`config.mk`:
```
export PLATFORM = sky130hd
export DESIGN_NAME = grc_ctrl
export DESIGN_NICKNAME = d
export VERILOG_FILES = /design/src/hw/rtl/grc_pkg.sv /design/src/hw/rtl/grc_ctrl.sv
export SDC_FILE = /design/constraint.sdc
export NUM_CORES = 1
export LEC_CHECK = 0
export BUFFER_PORTS_ARGS = -buffer_cell sky130_fd_sc_hd__buf_4
export CAP_MARGIN = 20
export CORE_AREA = 2 2 80 82
export CTS_CLUSTER_DIAMETER = 60
export CTS_CLUSTER_SIZE = 12
export DETAILED_ROUTE_END_ITERATION = 16
export DIE_AREA = 0 0 82 84
export GPL_ROUTABILITY_DRIVEN = 0
export GPL_TIMING_DRIVEN = 0
export HOLD_SLACK_MARGIN = 0.1
export SYNTH_ARGS = -nofsm -noshare
export SYNTH_HDL_FRONTEND = slang
export SYNTH_SLANG_ARGS = --single-unit
```
`constraint.sdc`:
```
create_clock -name clock -period 2.8 [get_ports clock]
set_input_delay 0.56 -clock clock [delete_from_list [all_inputs] [get_ports clock]]
set_output_delay 0.56 -clock clock [all_outputs]
set_load 0.03 [all_outputs]
```
`src/hw/rtl/grc_pkg.sv`:
```
// Shared constants and the controller/datapath interface types of the grid ray caster.
// No dependencies; every other file imports this package.
package grc_pkg;

   // Map and number formats
   localparam int MAP_DIM   = 64;
   localparam int CELL_W    = $clog2(MAP_DIM);
   localparam int ADDR_W    = 2 * CELL_W;
   localparam int MAP_CELLS = MAP_DIM * MAP_DIM;
   localparam int FRAC_BITS = 16;
   localparam int POS_W     = CELL_W + FRAC_BITS;
   localparam int DIR_W     = 16;
   localparam int VAL_W     = 8;
   localparam int LEN_W     = POS_W + 1;
   localparam int SIDE_W    = 2;

   // Working position: one guard cell either side of the map plus sign
   localparam int PX_W      = POS_W + 2;
   localparam int CI_W      = PX_W - FRAC_BITS + 1;

   // Boundary step arithmetic
   localparam int OFF_W     = FRAC_BITS + 2;
   localparam int PROD_W    = DIR_W + OFF_W;
   localparam int NUM_W     = DIR_W + FRAC_BITS;
   localparam int QUO_W     = FRAC_BITS + 2;

   // Length arithmetic
   localparam int SQ_W      = LEN_W;
   localparam int RAD_W     = 2 * SQ_W;
   localparam int ROOT_W    = SQ_W;

   // Counters
   localparam int STEP_CAP  = 2 * MAP_DIM + 4;
   localparam int STEP_W    = $clog2(STEP_CAP + 1);
   localparam int ITER_W    = $clog2(ROOT_W);

   // Request modes
   localparam logic MODE_WRITE = 1'b0;
   localparam logic MODE_CAST  = 1'b1;

   // Wall side codes
   localparam logic [SIDE_W-1:0] SIDE_NORTH = 2'd0;
   localparam logic [SIDE_W-1:0] SIDE_SOUTH = 2'd1;
   localparam logic [SIDE_W-1:0] SIDE_WEST  = 2'd2;
   localparam logic [SIDE_W-1:0] SIDE_EAST  = 2'd3;

   // Commands from the controller to the datapath
   typedef struct packed {
      logic clr_step;
      logic wr_cell;
      logic load;
      logic offs;
      logic mul;
      logic pick;
      logic div_step;
      logic update;
      logic diff;
      logic square;
      logic sum;
      logic root_step;
      logic out_hit;
      logic out_miss;
   } grc_cmd_type;

   // Status from the datapath to the controller
   typedef struct packed {
      logic clr_last;
      logic cell_nz;
      logic cell_out;
      logic dir_zero;
   } grc_status_type;

endpackage

```
`src/hw/rtl/grc_ctrl.sv`:
```
// Controller state machine of the grid ray caster: sequences clearing, cell writes,
// casting and the result handshake. Depends on grc_pkg.
module grc_ctrl (
   input  logic                    clock,
   input  logic                    reset,
   input  logic                    req_valid,
   output logic                    req_stall,
   input  logic                    req_mode,
   output logic                    rsp_valid,
   input  logic                    rsp_stall,
   input  grc_pkg::grc_status_type status,
   output grc_pkg::grc_cmd_type    cmd
);
   import grc_pkg::*;

   typedef enum logic [14:0] {
      S_CLEAR = 15'b000000000000001,
      S_IDLE  = 15'b000000000000010,
      S_LOOK  = 15'b000000000000100,
      S_TEST  = 15'b000000000001000,
      S_OFFS  = 15'b000000000010000,
      S_MUL   = 15'b000000000100000,
      S_PICK  = 15'b000000001000000,
      S_DIV   = 15'b000000010000000,
      S_UPD   = 15'b000000100000000,
      S_SQ1   = 15'b000001000000000,
      S_SQ2   = 15'b000010000000000,
      S_SQ3   = 15'b000100000000000,
      S_ROOT  = 15'b001000000000000,
      S_FIN   = 15'b010000000000000,
      S_RSP   = 15'b100000000000000
   } grc_state_type;

   grc_state_type       state_ff, state_in;
   logic [ITER_W-1:0]   iter_ff, iter_in;
   logic [STEP_W-1:0]   steps_ff, steps_in;
   logic                accept;

   assign req_stall = (state_ff != S_IDLE);
   assign rsp_valid = (state_ff == S_RSP);
   assign accept    = req_valid && !req_stall;

   // Next state, counters and commands
   always_comb begin
      state_in = state_ff;
      iter_in  = iter_ff;
      steps_in = steps_ff;
      cmd      = '0;
      unique case (state_ff)
         S_CLEAR: begin
            cmd.clr_step = 1'b1;
            if (status.clr_last) state_in = S_IDLE;
         end
         S_IDLE: begin
            if (accept) begin
               if (req_mode == MODE_CAST) begin
                  cmd.load = 1'b1;
                  steps_in = '0;
                  state_in = S_LOOK;
               end else begin
                  cmd.wr_cell = 1'b1;
               end
            end
         end
         S_LOOK: state_in = S_TEST;
         S_TEST: begin
            priority if (status.cell_out) begin
               cmd.out_miss = 1'b1;
               state_in     = S_RSP;
            end else if (status.cell_nz) begin
               state_in = S_SQ1;
            end else if (status.dir_zero || steps_ff == STEP_W'(STEP_CAP)) begin
               cmd.out_miss = 1'b1;
               state_in     = S_RSP;
            end else begin
               state_in = S_OFFS;
            end
         end
         S_OFFS: begin
            cmd.offs = 1'b1;
            state_in = S_MUL;
         end
         S_MUL: begin
            cmd.mul  = 1'b1;
            state_in = S_PICK;
         end
         S_PICK: begin
            cmd.pick = 1'b1;
            iter_in  = '0;
            state_in = S_DIV;
         end
         S_DIV: begin
            cmd.div_step = 1'b1;
            iter_in      = iter_ff + ITER_W'(1);
            if (iter_ff == ITER_W'(QUO_W - 1)) state_in = S_UPD;
         end
         S_UPD: begin
            cmd.update = 1'b1;
            steps_in   = steps_ff + STEP_W'(1);
            state_in   = S_LOOK;
         end
         S_SQ1: begin
            cmd.diff = 1'b1;
            state_in = S_SQ2;
         end
         S_SQ2: begin
            cmd.square = 1'b1;
            state_in   = S_SQ3;
         end
         S_SQ3: begin
            cmd.sum  = 1'b1;
            iter_in  = '0;
            state_in = S_ROOT;
         end
         S_ROOT: begin
            cmd.root_step = 1'b1;
            iter_in       = iter_ff + ITER_W'(1);
            if (iter_ff == ITER_W'(ROOT_W - 1)) state_in = S_FIN;
         end
         S_FIN: begin
            cmd.out_hit = 1'b1;
            state_in    = S_RSP;
         end
         S_RSP: begin
            if (!rsp_stall) state_in = S_IDLE;
         end
         default: state_in = S_CLEAR;
      endcase
   end

   // Hold state and counters
   always_ff @(posedge clock) begin
      if (reset) begin
         state_ff <= S_CLEAR;
         iter_ff  <= '0;
         steps_ff <= '0;
      end else begin
         state_ff <= state_in;
         iter_ff  <= iter_in;
         steps_ff <= steps_in;
      end
   end

endmodule

```
==> flow_summary.json <==
{
  "area_growth_pct": 23.6,
  "syn_avg_cell_area_um2": 8.77,
  "setup-violations-final": 0,
  "hpwl_um": 3220,
  "fp.coreArea_um2": 6100,
  "gr-total-overflow": 0,
  "first_pass_iters": 4,
  "irDropWorstVdd_v": 0.000298,
  "multi_input_area_um2": 1150,
  "synthArstFlopShare_pct": 0,
  "wl_per_cell_um": 13.7,
  "drt_first_iter_violations": 74,
  "outcome": "finished, final reports clean",
  "yosysUniqueCellTypes": 49,
  "hold_buffers": 0,
  "viasPerCell": 5.02,
  "drive_above_1_share_pct": 26.4,
  "fin_crit_sh_pct": 96.6,
  "setup-tns-final_ps": 0,
  "ctsRootBufferMaster": "clkbuf_8",
  "grt_use_total_pct": 12.8,
  "leakagePower_nw": 0.867,
  "rsz0062_at_grt": "yes",
  "layout_commonest_cell": "buf_4",
  "fmax_mhz": 370,
  "cp_data_arrival_time_ps": 2140,
  "die_h_um": 84,
  "start_kind": "flop",
  "setup.worst_path.class": "reg2out",
  "antenna_found_initial": 0,
  "path_cells": "inv_1 -> ha_1 -> or4b_2 -> o31ai_4 -> and4_1 -> buf_4",
  "dieArea_um2": 6890,
  "max_stage_delay_ps": 640,
  "vias": 1546,
  "ant_nets": 0,
  "cp_top_family": "simple AND/OR/NAND/NOR gates",
  "grt_pass1_vias": 1388,
  "grt_pass1_wl_um": 6860,
  "max_cap_viol_count": 0,
  "crit_fanout": 6,
  "drc": 0,
  "htree_levels": 1,
  "synth_nets": 212,
  "insertion_delay_ps": 280,
  "crit_path_end_kind": "output port",
  "final_cell_mix": "30 x buf_4, 27 x dfxtp_1, 22 x nor2_1",
  "fillerInstances": 622,
  "drt-total-wl_um": 4220,
  "period_needed_ps": 2700,
  "port_buffers": 23,
  "synthFlopType": "dfxtp_1",
  "finClkSkew_ps": 5.44,
  "tightest_slew_ps": 645,
  "rows": 29,
  "stdcell_count": 308,
  "nets": 246,
  "cts_tree": "built",
  "synth_edf_count": 0,
  "clkSinkCount": 28,
  "slew_headroom_pct": 56.4,
  "grt_max_degree": 16,
  "slowest_stage": "or4b_2",
  "fp.dieW_um": 82,
  "cp_num_buf_inv": 2,
  "syn_inst": 198,
  "fin_util_pct": 35.2,
  "cp.required_ps": 2240,
  "hold_path.class": "in2reg",
  "start_util_pct": 28.5,
  "seqCellArea_um2": 562,
  "synth-seq-cells": 28,
  "cts_buffers": 3,
  "synthesis.area_um2": 1740,
  "yosys_warnings": 0,
  "powerDensity_nw_per_um2": 502,
  "top_level_ports": 25,
  "diodes": 0,
  "hold_viol": 0,
  "numPlacedInstances": 298,
  "path_clk_slew_ps": 100,
  "seq_area_frac_synth_pct": 32.3,
  "clockBufferDepth": 2,
  "drv_slew": 0
}
metal layers:
layer / track usage (%) / share of wire, %
met1: 18.9 / 49
met2: 19.4 / 47
met3: 1.73 / 3.6
met4: 3.18 / 0.85
met5: 0 / 0
worst reg2reg max path: stages, from the launching register on:
cell and delay [ps]:
dfxtp_1 310, buf_2 180, or4_4 580, nor3_2 310, a32oi_1 230, o2111ai_4 220
mux2i_1 250, nor2_1 50
per-stage QoR:
step                worst slack [ps]  hold WS [ps]  area (um^2)  power (mW)
floorplan                        130           454         1740       0.716
global placement                 292           470         2010       0.810
detailed placement               289           476         2010       0.812
CTS                             11.1           458         2090        1.08
global route                    5.69           455         2150        1.13
finish                          95.9           462         2150        1.08
kinds of logic (layout without fill, tap and decap cells):
| family | after synthesis | after routing | synth area share, % |
|---|---|---|---|
| adders and majority gates | 5 | 5 | 3.60 |
| muxes | 1 | 1 | 0.576 |
| buffers and inverters | 16 | 49 | 3.89 |
| and+or+nand+nor | 113 | 113 | 44.1 |
| DFF | 28 | 28 | 32.3 |
| AOI/OAI and AO/OA | 26 | 26 | 11.0 |
| xor gates and xnor gates | 9 | 9 | 4.54 |
final timing paths:
kind         slack, ps                  endpoint  cells past startpoint                startpoint
min reg2reg        490   iter_ff[4]$_SDFFE_PP0P_                      2   iter_ff[4]$_SDFFE_PP0P_
max reg2reg        560  state_ff[1]$_SDFFE_PP0P_                      7  state_ff[5]$_SDFFE_PP0P_
min                460  state_ff[4]$_SDFFE_PP0P_                      2                 status[2]
max                100                    cmd[0]                      6  steps_ff[1]$_SDFFE_PP0P_
cell type report:
cell class	instances	share of cell area (%)
Buffer	6	1.40
Clock buffer	4	2.56
Inverter	10	1.75
Multi-Input combinational cell	154	53.5
Sequential cell	28	26.2
Tap cell	77	4.49
Timing Repair Buffer	29	10.1
power by group:
| part | switching (mW) | total (mW) | internal, mW | leakage, nW |
|---|---|---|---|---|
| Clock | 0.132 | 0.258 | 0.126 | 0.0288 |
| Combinational | 0.229 | 0.388 | 0.158 | 0.612 |
| Sequential | 0.0201 | 0.432 | 0.412 | 0.226 |
| Total | 0.381 | 1.08 | 0.697 | 0.867 |
synth_stat cells, types with 2 or more instances:
cell type | n | share of area [%]
and4_1 | 2 | 1.0
nor3_1 | 6 | 1.7
nand2_1 | 13 | 2.8
dfxtp_1 | 28 | 32
or4_4 | 2 | 1.3
nor2b_1 | 6 | 2.2
buf_2 | 3 | 0.86
a21oi_1 | 10 | 2.9
o21ai_0 | 5 | 1.4
nor3_2 | 2 | 1.2
xor2_1 | 7 | 3.5
and3b_1 | 2 | 1.0
inv_1 | 10 | 2.2
nand3_1 | 7 | 2.0
nor4_1 | 2 | 0.72
nor2_1 | 22 | 4.8
and3_1 | 8 | 2.9
nor4_4 | 5 | 6.1
nand4b_1 | 2 | 1.0
nor4b_1 | 2 | 1.0
nand4_1 | 10 | 3.6
or3b_2 | 2 | 1.0
or3_1 | 4 | 1.4
nor3b_1 | 4 | 1.7
or4_1 | 2 | 0.86
xnor2_1 | 2 | 1.0
o2bb2ai_1 | 2 | 1.0
o21ai_1 | 2 | 0.58
ha_1 | 5 | 3.6
or4b_2 | 2 | 1.2
flip-flops by register name, summed over array words and instances, names as in the netlist:
register  count
iter_ff       5
state_ff     15
steps_ff      8
repair_timing:
action | in CTS | in global routing
buffers inserted | 2 | 4
endpoints found under the setup margin | 3 | 4
resized for setup | 2 | 5
pin swaps | 3 | 2
No activity file was read; power rests on OpenSTA's default activity.
